<file path="config.mk">
export PLATFORM = sky130hd
export DESIGN_NAME = imucd_ctrl
export DESIGN_NICKNAME = d
export VERILOG_FILES = /design/src/rtl/imucd_pkg.sv /design/src/rtl/imucd_ctrl.sv
export SDC_FILE = /design/constraint.sdc
export NUM_CORES = 1
export LEC_CHECK = 0
export BUFFER_PORTS_ARGS = -buffer_cell sky130_fd_sc_hd__buf_2
export CORE_AREA = 2 2 39 41
export CTS_CLUSTER_DIAMETER = 150
export DETAILED_ROUTE_END_ITERATION = 10
export DIE_AREA = 0 0 41 43
export GPL_TIMING_DRIVEN = 1
export HOLD_SLACK_MARGIN = 0.08
export SKIP_CTS_REPAIR_TIMING = 1
export SKIP_LAST_GASP = 1
export SYNTH_ARGS = -nofsm -noshare
export SYNTH_HDL_FRONTEND = slang
export SYNTH_SLANG_ARGS = --single-unit
</file>
<file path="constraint.sdc">
create_clock -name clk -period 2.6 [get_ports clk]
set_input_delay 0.39 -clock clk [delete_from_list [all_inputs] [get_ports clk]]
set_output_delay 0.39 -clock clk [all_outputs]
set_load 0.02 [all_outputs]
</file>
<file path="src/rtl/imucd_pkg.sv">
// Package: shared types, constants and register codes for the IMU crash detector.
package imucd_pkg;

	localparam int AvgDepth = 4;
	localparam int SlotW = (AvgDepth > 1) ? $clog2(AvgDepth) : 1;
	localparam int CntW = $clog2(AvgDepth + 1);
	localparam int SumW = 16 + CntW;

	typedef enum logic [2:0] {
		REG_ACCEL_TRIGGER = 3'd0,
		REG_ACCEL_SEVERE  = 3'd1,
		REG_ACCEL_MAX     = 3'd2,
		REG_GYRO_CONFIRM  = 3'd3,
		REG_GYRO_MEDIUM   = 3'd4,
		REG_GYRO_SEVERE   = 3'd5,
		REG_WINDOW_LENGTH = 3'd6,
		REG_DEBOUNCE_TIME = 3'd7
	} reg_idx_t;

	typedef enum logic [2:0] {
		ST_IDLE,
		ST_SQUARE,
		ST_SQRT,
		ST_SUM,
		ST_DIV,
		ST_DECIDE,
		ST_OUT
	} state_t;

	typedef struct packed {
		logic load;
		logic square;
		logic sqrt_step;
		logic sum_step;
		logic div_start;
		logic div_step;
		logic decide;
	} cmd_t;

	typedef struct packed {
		logic sqrt_done;
		logic sum_done;
		logic div_done;
		logic report;
	} status_t;

	typedef struct packed {
		logic [15:0] accel_trigger;
		logic [15:0] accel_severe;
		logic [15:0] accel_max;
		logic [15:0] gyro_confirm;
		logic [15:0] gyro_medium;
		logic [15:0] gyro_severe;
		logic [7:0]  window_length;
		logic [31:0] debounce_time;
	} cfg_t;

	function automatic logic [1:0] classify(input logic [15:0] a, input logic [15:0] g,
			input cfg_t c);
		logic [1:0] r;
		if (a > c.accel_max || g > c.gyro_severe) r = 2'd2;
		else if (a > c.accel_severe || g > c.gyro_medium) r = 2'd1;
		else r = 2'd0;
		return r;
	endfunction

endpackage

</file>
<file path="src/rtl/imucd_ctrl.sv">
// Controller: sequences one sample through square, root, average, divide and decide.
module imucd_ctrl import imucd_pkg::*; (
	input  logic    clk,
	input  logic    arst_n,
	input  logic    in_valid,
	output logic    in_stall,
	output logic    out_valid,
	input  logic    out_stall,
	input  status_t sts,
	output cmd_t    cmd
);

	state_t state_q, state_d;

	always_ff @(posedge clk or negedge arst_n) begin
		if (!arst_n) state_q <= ST_IDLE;
		else state_q <= state_d;
	end

	always_comb begin
		state_d = state_q;
		unique case (state_q)
			ST_IDLE:   if (in_valid) state_d = ST_SQUARE;
			ST_SQUARE: state_d = ST_SQRT;
			ST_SQRT:   if (sts.sqrt_done) state_d = ST_SUM;
			ST_SUM:    if (sts.sum_done) state_d = ST_DIV;
			ST_DIV:    if (sts.div_done) state_d = ST_DECIDE;
			ST_DECIDE: state_d = ST_OUT;
			ST_OUT:    if (!sts.report || !out_stall) state_d = ST_IDLE;
			default:   state_d = ST_IDLE;
		endcase
	end

	always_comb begin
		cmd = '0;
		in_stall = (state_q != ST_IDLE);
		out_valid = (state_q == ST_OUT) && sts.report;
		unique case (state_q)
			ST_IDLE:   cmd.load = in_valid;
			ST_SQUARE: begin
				cmd.square = 1'b1;
			end
			ST_SQRT:   cmd.sqrt_step = 1'b1;
			ST_SUM:    begin
				cmd.sum_step = 1'b1;
				cmd.div_start = sts.sum_done;
			end
			ST_DIV:    cmd.div_step = 1'b1;
			ST_DECIDE: cmd.decide = 1'b1;
			ST_OUT:    ;
			default:   ;
		endcase
	end

	assert property (@(posedge clk) disable iff (!arst_n)
		out_valid && out_stall |=> out_valid)
		else $error("result dropped while stalled");
	assert property (@(posedge clk) disable iff (!arst_n)
		out_valid |-> in_stall)
		else $error("input taken while result pending");
	assert property (@(posedge clk) disable iff (!arst_n)
		cmd.load |=> state_q == ST_SQUARE)
		else $error("load did not start sequence");

endmodule

</file>
Word-level counts from Yosys, hierarchy flattened
Cells that the tools add are included.
{"block": "totals", "output_inout_bits": 9, "input_bits": 8, "elab_cells": 31, "register_bits": 3}
{"block": "op_classes", "n_reduce_logical": 7, "n_mux": 12, "n_eq_ne": 11}
{"cell": "$pmux 3 s7", "count": 1}
{"cell": "$mux 3", "count": 5}
{"cell": "$ne 2x2->1 const B", "count": 5}
{"cell": "$eq 3x3->1 const B", "count": 3}
{"cell": "$eq 3x2->1 const B", "count": 2}
{"cell": "$mux 1", "count": 5}
{"cell": "$reduce_and 5->1", "count": 1}
{"cell": "$eq 3x1->1 const B", "count": 1}
{"cell": "$logic_not 3->1", "count": 1}
{"cell": "$reduce_bool 3->1", "count": 1}
{"cell": "$logic_not 1->1", "count": 2}
{"cell": "$mux 2", "count": 1}
{"cell": "$logic_and 1x1->1", "count": 1}
{"cell": "$logic_or 1x1->1", "count": 1}

Longest topological paths before layout
Gate-level depths: netlist of the first run.
{"block": "logic_depth", "word_depth": 4, "ltp_mapped": 3, "depth_no_buf": 2}

Worst setup path after synthesis of the first run
OpenSTA, ideal clock, no wires.
{"block": "synth_timing", "kind": "reg2out", "start": "register state_q[0]", "end": "output cmd[1] (netlist bit)", "t_arrival_ns": 1.024, "path_slack_ns": 1.186, "t_required_ns": 2.210, "n_path_buf": 1, "stages_incl_launch_ff": 3, "path_cell_list": "dfrtp_1 > buf_4 > nor3_1"}
{"element": "start: declaration", "line": "imucd_ctrl.sv:13", "text": "state_t state_q, state_d;"}
{"element": "start signal: assignment", "line": "imucd_ctrl.sv:17", "text": "else state_q <= state_d;"}
{"element": "end: declaration", "line": "imucd_ctrl.sv:10", "text": "output cmd_t cmd"}

==> flow_summary.toml, run 1 <==
[route]
vias = 271
postRouteAntennaNets = 0
wl_per_cell_um = 9.70
dr_wl_met3_um = 56
wirelength_um = 611
vias_per_cell = 4.30
met1Wirelength_um = 272
dr_wl_met2_um = 282
top_layer = "met3"
drc_errors = 0
drtPass1Iterations = 3
drt_iter0_drc = 6

[sta]
finalHoldViolCount = 0
tightest_slew_ps = 302
finalCriticalPeriod_ps = 1640
rsz0062_at_grt = "no"
setup_viol = 0
slew_headroom_pct = 79.9
finalCritPeriodShare_pct = 62.9
max_clock_freq_mhz = 611
skew_ps = 7.17
finalSetupTns_ps = 0
maxSlewViolCount = 0
layout_setup_ws_ps = 964

[power]
powerDensity_nw_per_um2 = 1120
intPower_uw = 230
p_seq_share_pct = 27.2
p_leak_uw = 0.000222
power.switching_uw = 195
finalPower_uw = 425
ir_worst_vdd_uv = 310
clockPowerShare_pct = 19.8
power_frac_comb_pct = 52.9
switching_share_pct = 45.9

[layout]
drive_above_1_share_pct = 48.9
antenna_cells = 0
final_util_pct = 27.5
top_register = "state_q"
layout_common_cells = "buf_2 (16), nor3_1 (3), nand2_1 (3), clkbuf_4 (3), dfrtp_1 (3)"
fillers = 161
largest_reg_flops = 3
fin_area_sq_um = 380
layout.nets = 56
reg_top3 = "state_q (3)"
area_growth_pct = 44.8
final_common_cell = "buf_2"

[clocking]
clkSinkCount = 3
cts-htree-levels = 1
clock-root-buffer = "clkbuf_4"
clk_path_buf_depth = 2
clkTransAtPathRegs_ps = 40
cts_tree = "built"
clk_latency_ps = 240
numCtsBuffers = 3

[synthesis]
ys_ff_latch = 3
yosys_warnings = 0
yosysSeqAreaShare_pct = 28.6
syn_inst = 28
syn_nets = 36
syn_area_per_cell_sq_um = 9.38
yosys.cell_types.count = 18
syn_area_sq_um = 263

[global_route]
grt_pass1_wl_um = 1020
grt_pass1_vias = 232
grt-ovfl-total = 0
antenna_found_initial = 0
grt_max_degree = 14
track_usage_pct = 9.06

[setup_path]
worst_ep_required_time_ps = 2210
endpoint_kind = "output port"
worstSetupStartpointType = "flip-flop"
path_max_fanout = 11
path_class = "flip-flop to output port"
reg2reg_slack_ps = 1330
arrival_ps = 1250

[place]
gp_congestion = 0.650
place_hpwl_um = 486
io_buffers = 16
dpl_cell_area_sq_um = 344
post-place-ws_ps = 1220

[floorplan]
io-pin-count = 17
die_w_um = 41
core_area_sq_um = 1380
dieHeight_um = 43
start_util_pct = 19.0
dieArea_sq_um = 1760
num_rows = 14

[status]
status = "finished, final reports clean"

[run]
maxCapViolCount = 0

[worst_hold_path]
hp-class = "input port to asynchronous set/reset pin"
-- kinds of logic (layout without fill, tap and decap cells) --
group / Yosys count / count (layout) / synth area share [%]
AND/OR/NAND/NOR: 17 / 17 / 46.7
buffers and inverters: 4 / 23 / 10.0
AO/OA/AOI/OAI: 3 / 3 / 10.5
flip-flops: 3 / 3 / 28.6
multiplexers: 1 / 1 / 4.29
-- metrics by stage --
stage / hold WS [ps] / instances
after CTS: -67.5 / 62
after global routing: 466 / 63
after global placement: 187 / 58
after floorplan: 94.4 / 28
after detailed placement: 189 / 58
final: 471 / 63
-- synth_stat cells --
cell type	number	area (sq um)
mux2_2	1	11.3
and4b_1	2	20.0
and3_2	1	7.51
and2b_1	1	7.51
nor3_1	3	15.0
a311o_1	1	10.0
and4b_4	1	13.8
nor2_1	1	3.75
and3_1	2	12.5
nand2_1	3	11.3
buf_6	1	11.3
inv_1	2	7.51
and2_1	1	6.26
and4bb_1	1	12.5
and4bb_2	1	12.5
a211o_1	2	17.5
dfrtp_1	3	75.1
buf_4	1	7.51
-- cell type report --
class / count / area, sq um / area share [%]
Tap cell: 16 / 20.0 / 5.26
Inverter: 2 / 7.51 / 1.97
Multi-Input combinational cell: 21 / 161 / 42.4
Clock buffer: 4 / 26.3 / 6.91
Sequential cell: 3 / 75.1 / 19.7
Timing Repair Buffer: 17 / 90.1 / 23.7
-- layer usage --
layer	up-vias	GRT usage (%)
met1	117	12.0
met5	-	0
met4	0	6.00
li1	144	-
met2	10	10.9
met3	0	4.71
-- critical path, stage by stage (launching register included) --
cell	delay (ps)
dfrtp_1	490
and2b_1	230
and2_1	140
buf_2	150
-- final timing paths --
path	start	to	cells past startpoint
setup / recovery	state_q[1]	cmd[0]	3
hold / removal	arst_n	state_q[0]	2
setup reg to reg	state_q[1]	state_q[0]	2
hold reg to reg	state_q[2]	state_q[2]	1
max in group asynchronous	arst_n	state_q[2]	2
min in group clk	sts[3]	state_q[0]	3
-- power groups by stage --
stage	Sequential, uW	Clock [uW]	Combinational (uW)
finish	116	84.2	225
global route	127	95.1	252
CTS	116	88.1	229
detailed placement	116	0	229
global placement	115	0	228
floorplan	84.7	0	214
Power figures use the tool's default switching activity.
==> run 2, diff against run 1 <==
==> constraint.sdc (replaced) <==
create_clock -name clk -period 1.5 [get_ports clk]
set_input_delay 0.225 -clock clk [delete_from_list [all_inputs] [get_ports clk]]
set_output_delay 0.225 -clock clk [all_outputs]
set_load 0.02 [all_outputs]
==> run 2 against run 1 <==
Effect of this change: die area did not move; design area rose by 1.6%; clock power rose by 65%; global-route usage fell by 0.71 points; final cell count did not move; first-iteration DRC count fell by 83%; worst setup slack got worse by 880 ps; critical endpoint unchanged; largest cell class unchanged; highest routed layer unchanged.
==> flow_summary.toml, run 2 (synthesized netlist as in run 1, its figures left out) <==
[power]
ir_worst_vdd_uv = 621
p_leak_uw = 0.000219
powerDensity_nw_per_um2 = 1930

[route]
drt_iter0_drc = 1
vias = 279
vias_per_cell = 4.43
wl_per_cell_um = 10.4
drc_errors = 0
postRouteAntennaNets = 0
drtPass1Iterations = 4
wirelength_um = 656

[layout]
final_common_cell = "buf_2"
antenna_cells = 0
layout.nets = 56
final_util_pct = 27.9
fillers = 160
reg_top3 = "state_q (3)"
area_growth_pct = 47.1
layout_common_cells = "buf_2 (16), nor3_1 (3), nand2_1 (3), clkbuf_4 (3), dfrtp_2 (3)"
top_register = "state_q"
largest_reg_flops = 3
drive_above_1_share_pct = 57.4

[floorplan]
io-pin-count = 17
die_w_um = 41
start_util_pct = 19.0
dieArea_sq_um = 1760
dieHeight_um = 43
num_rows = 14
core_area_sq_um = 1380

[sta]
slew_headroom_pct = 87.4
setup_viol = 0
finalSetupTns_ps = 0
rsz0062_at_grt = "no"
max_clock_freq_mhz = 705
finalCriticalPeriod_ps = 1420
tightest_slew_ps = 189
maxSlewViolCount = 0
skew_ps = 0.342
finalHoldViolCount = 0
finalCritPeriodShare_pct = 94.6

[global_route]
track_usage_pct = 8.35
grt-ovfl-total = 0
grt_max_degree = 14
antenna_found_initial = 0
grt_pass1_vias = 244
grt_pass1_wl_um = 945

[clocking]
cts_tree = "built"
clock-root-buffer = "clkbuf_4"
clkTransAtPathRegs_ps = 40
numCtsBuffers = 3
clkSinkCount = 3
clk_latency_ps = 230
clk_path_buf_depth = 2
cts-htree-levels = 1

[setup_path]
worstSetupStartpointType = "flip-flop"
path_class = "flip-flop to output port"
worst_ep_required_time_ps = 1270
arrival_ps = 1190
path_max_fanout = 13
endpoint_kind = "output port"

[place]
gp_congestion = 0.636
place_hpwl_um = 491
io_buffers = 16

[worst_hold_path]
hp-class = "input port to asynchronous set/reset pin"

[status]
status = "finished, final reports clean"

[run]
maxCapViolCount = 0
-- run 2: per-layer routing --
metal / part of all wire (%) / GRT usage (%)
met1: 38 / 9.71
met2: 54 / 10.9
met3: 7.3 / 1.57
met4: 0 / 10.0
met5: 0 / 0
-- run 2: final timing paths --
path	from	to	slack [ps]	depth (start not counted)
max reg2reg	state_q[1]	state_q[0]	310	2
min reg2reg	state_q[2]	state_q[2]	600	1
max in group asynchronous	arst_n	state_q[0]	1070	2
min	arst_n	state_q[2]	320	2
min in group clk	sts[3]	state_q[0]	360	3
max	state_q[0]	cmd[0]	80	3
-- run 2: power breakdown --
part	leakage, uW	internal (uW)	switching (uW)
combinational	0.000170	185	212
sequential	0.0000337	125	87.4
clock	0.0000150	99.5	39.1
total	0.000219	409	338
-- run 2: cell type report --
cell class	count	area, sq um	area share (%)
clock buffers	4	26.3	6.80
inverters	2	7.51	1.94
multi-input cells	21	164	42.4
flip-flops and latches	3	78.8	20.4
well taps	16	20.0	5.18
repair buffers	17	90.1	23.3
-- run 2: critical path: stages (launching register included) --
cell and delay, ps:
dfrtp_2 470, and2b_1 200, and2_1 150, buf_2 150
-- run 2: through the flow --
stage | cells | total power [uW] | setup WS (ps) | hold slack, ps | area [sq um]
finish | 63 | 747 | 81.4 | 316 | 387
global placement | 58 | 591 | 277 | 27.1 | 344
CTS | 62 | 742 | 32.0 | -226 | 370
floorplan | 28 | 518 | 251 | -70.6 | 263
detailed placement | 58 | 593 | 250 | 25.9 | 344
global route | 63 | 813 | 12.3 | 321 | 387
==> run 3, diff against run 2 <==
--- a/config.mk
+++ b/config.mk
@@ -6,12 +6,15 @@
 export NUM_CORES = 1
 export LEC_CHECK = 0
 export BUFFER_PORTS_ARGS = -buffer_cell sky130_fd_sc_hd__buf_2
+export CELL_PAD_IN_SITES_DETAIL_PLACEMENT = 1
+export CELL_PAD_IN_SITES_GLOBAL_PLACEMENT = 1
 export CORE_AREA = 2 2 39 41
 export CTS_CLUSTER_DIAMETER = 150
 export DETAILED_ROUTE_END_ITERATION = 10
 export DIE_AREA = 0 0 41 43
 export GPL_TIMING_DRIVEN = 1
-export HOLD_SLACK_MARGIN = 0.08
+export HOLD_SLACK_MARGIN = 0.03
+export PLACE_DENSITY_LB_ADDON = 0.1
 export SKIP_CTS_REPAIR_TIMING = 1
 export SKIP_LAST_GASP = 1
 export SYNTH_ARGS = -nofsm -noshare
==> run 3 against run 2 <==
Effect of this change: clock power about the same; sequential power about the same; die area unchanged; worst setup slack got worse by 6.9 ps; clock skew increased by 0.95 ps; clock-buffer cell count unchanged; critical endpoint unchanged; largest power group unchanged.
==> flow_summary.toml, run 3 (synthesized netlist as in run 1, its figures left out) <==
[status]
status = "finished, final reports clean"

[layout]
fin_cells = 64
layout.nets = 57
largest_reg_flops = 3
drive_above_1_share_pct = 58.3
area_growth_pct = 50.0
regArea_sq_um = 78.8
antenna_cells = 0
final_common_cell = "buf_2"
top_register = "state_q"
reg_top3 = "state_q (3)"
layout_common_cells = "buf_2 (16), nor3_1 (3), nand2_1 (3), clkbuf_4 (3), dfrtp_2 (3)"
multi_input_area_sq_um = 164
fillers = 174

[setup_path]
r2r_start = "state_q[1]"
r2r_end = "state_q[0]"
path_class = "flip-flop to output port"
cp-startpoint = "state_q[0]"
crit_family = "flip-flops"
worstPathCellList = "and2b_1, and2_1, buf_2"
worstSetupStartpointType = "flip-flop"
worst_ep_required_time_ps = 1270
critPathBufInv = 1
critPathSlowestCell = "dfrtp_2"
cp.depth = 3
path_max_fanout = 13
max_stage_delay_ps = 470
endpoint_kind = "output port"
arrival_ps = 1200
cp-endpoint = "cmd[0]"
reg2reg_slack_ps = 290
rr_worst_depth = 2

[route]
postRouteAntennaNets = 0
drt_iter0_drc = 0
vias = 282
wirelength_um = 717
drtPass1Iterations = 1
drc_errors = 0
wl_per_cell_um = 11.2
vias_per_cell = 4.41

[floorplan]
start_util_pct = 19.0
io-pin-count = 17
die_w_um = 41
dieHeight_um = 43
core_area_sq_um = 1380
dieArea_sq_um = 1760
num_rows = 14

[power]
p_leak_uw = 0.000224
ir_worst_vdd_uv = 527
powerDensity_nw_per_um2 = 1950

[sta]
tightest_slew_ps = 193
slew_headroom_pct = 87.2
finalCriticalPeriod_ps = 1430
maxSlewViolCount = 0
max_clock_freq_mhz = 701
finalHoldViolCount = 0
layout_setup_ws_ps = 74.5
setup_viol = 0
skew_ps = 1.29
finalCritPeriodShare_pct = 95.0

[global_route]
antenna_found_initial = 0
grt_pass1_vias = 281
track_usage_pct = 10.9
grt_max_degree = 14
grt-ovfl-total = 0
grt_pass1_wl_um = 1270

[clocking]
cts_tree = "built"
clk_latency_ps = 230
clkSinkCount = 3
clkTransAtPathRegs_ps = 40
numCtsBuffers = 3
cts-htree-levels = 1
clk_path_buf_depth = 2
clock-root-buffer = "clkbuf_4"

[place]
dp.cells = 58
io_buffers = 16
post-place-ws_ps = 212
place_hpwl_um = 545
gp_congestion = 0.672

[worst_hold_path]
hp-class = "input port to asynchronous set/reset pin"

[run]
maxCapViolCount = 0
[run 3: cell type report]
cell class	count	share of cell area, %
Clock buffer	4	6.67
Inverter	2	1.90
Timing Repair Buffer	18	24.8
Tap cell	16	5.08
Sequential cell	3	20.0
Multi-Input combinational cell	21	41.6
[run 3: routing by layer]
layer / share of wire [%] / global-route usage [%] / vias up / wire length (um)
li1: - / - / 145 / -
met1: 45 / 15.2 / 122 / 326
met2: 44 / 13.1 / 11 / 312
met5: 0 / 0 / - / 0
met4: 3.8 / 10.0 / 0 / 27
met3: 7.0 / 2.09 / 4 / 50
[run 3: how the worst min path moves through the flow]
stage,from,end,slack [ps]
after global placement,arst_n,state_q[2],20
after floorplan,arst_n,state_q[0],-70
after CTS,arst_n,state_q[0],-230
final,arst_n,state_q[2],310
after detailed placement,arst_n,state_q[0],20
after global routing,arst_n,state_q[0],310
[run 3: metrics by stage]
| stage | total power (uW) | utilization [%] | setup TNS [ps] | hold WS [ps] | area (sq um) |
|---|---|---|---|---|---|
| 2_1_floorplan | 518 | - | 0 | -70.6 | 263 |
| 3_3_place_gp | 602 | 24.9 | 0 | 22.1 | 344 |
| 3_5_place_dp | 607 | 24.9 | 0 | 21.4 | 344 |
| 4_1_cts | 756 | 26.8 | -8.17 | -229 | 370 |
| 5_1_grt | 855 | 28.5 | -0.750 | 315 | 394 |
| 6_report | 768 | 28.5 | 0 | 311 | 394 |
[run 3: where the power goes]
group,internal [uW],switching [uW]
Combinational,194,217
Sequential,125,90.5
Clock,99.7,42.4
Total,418,350
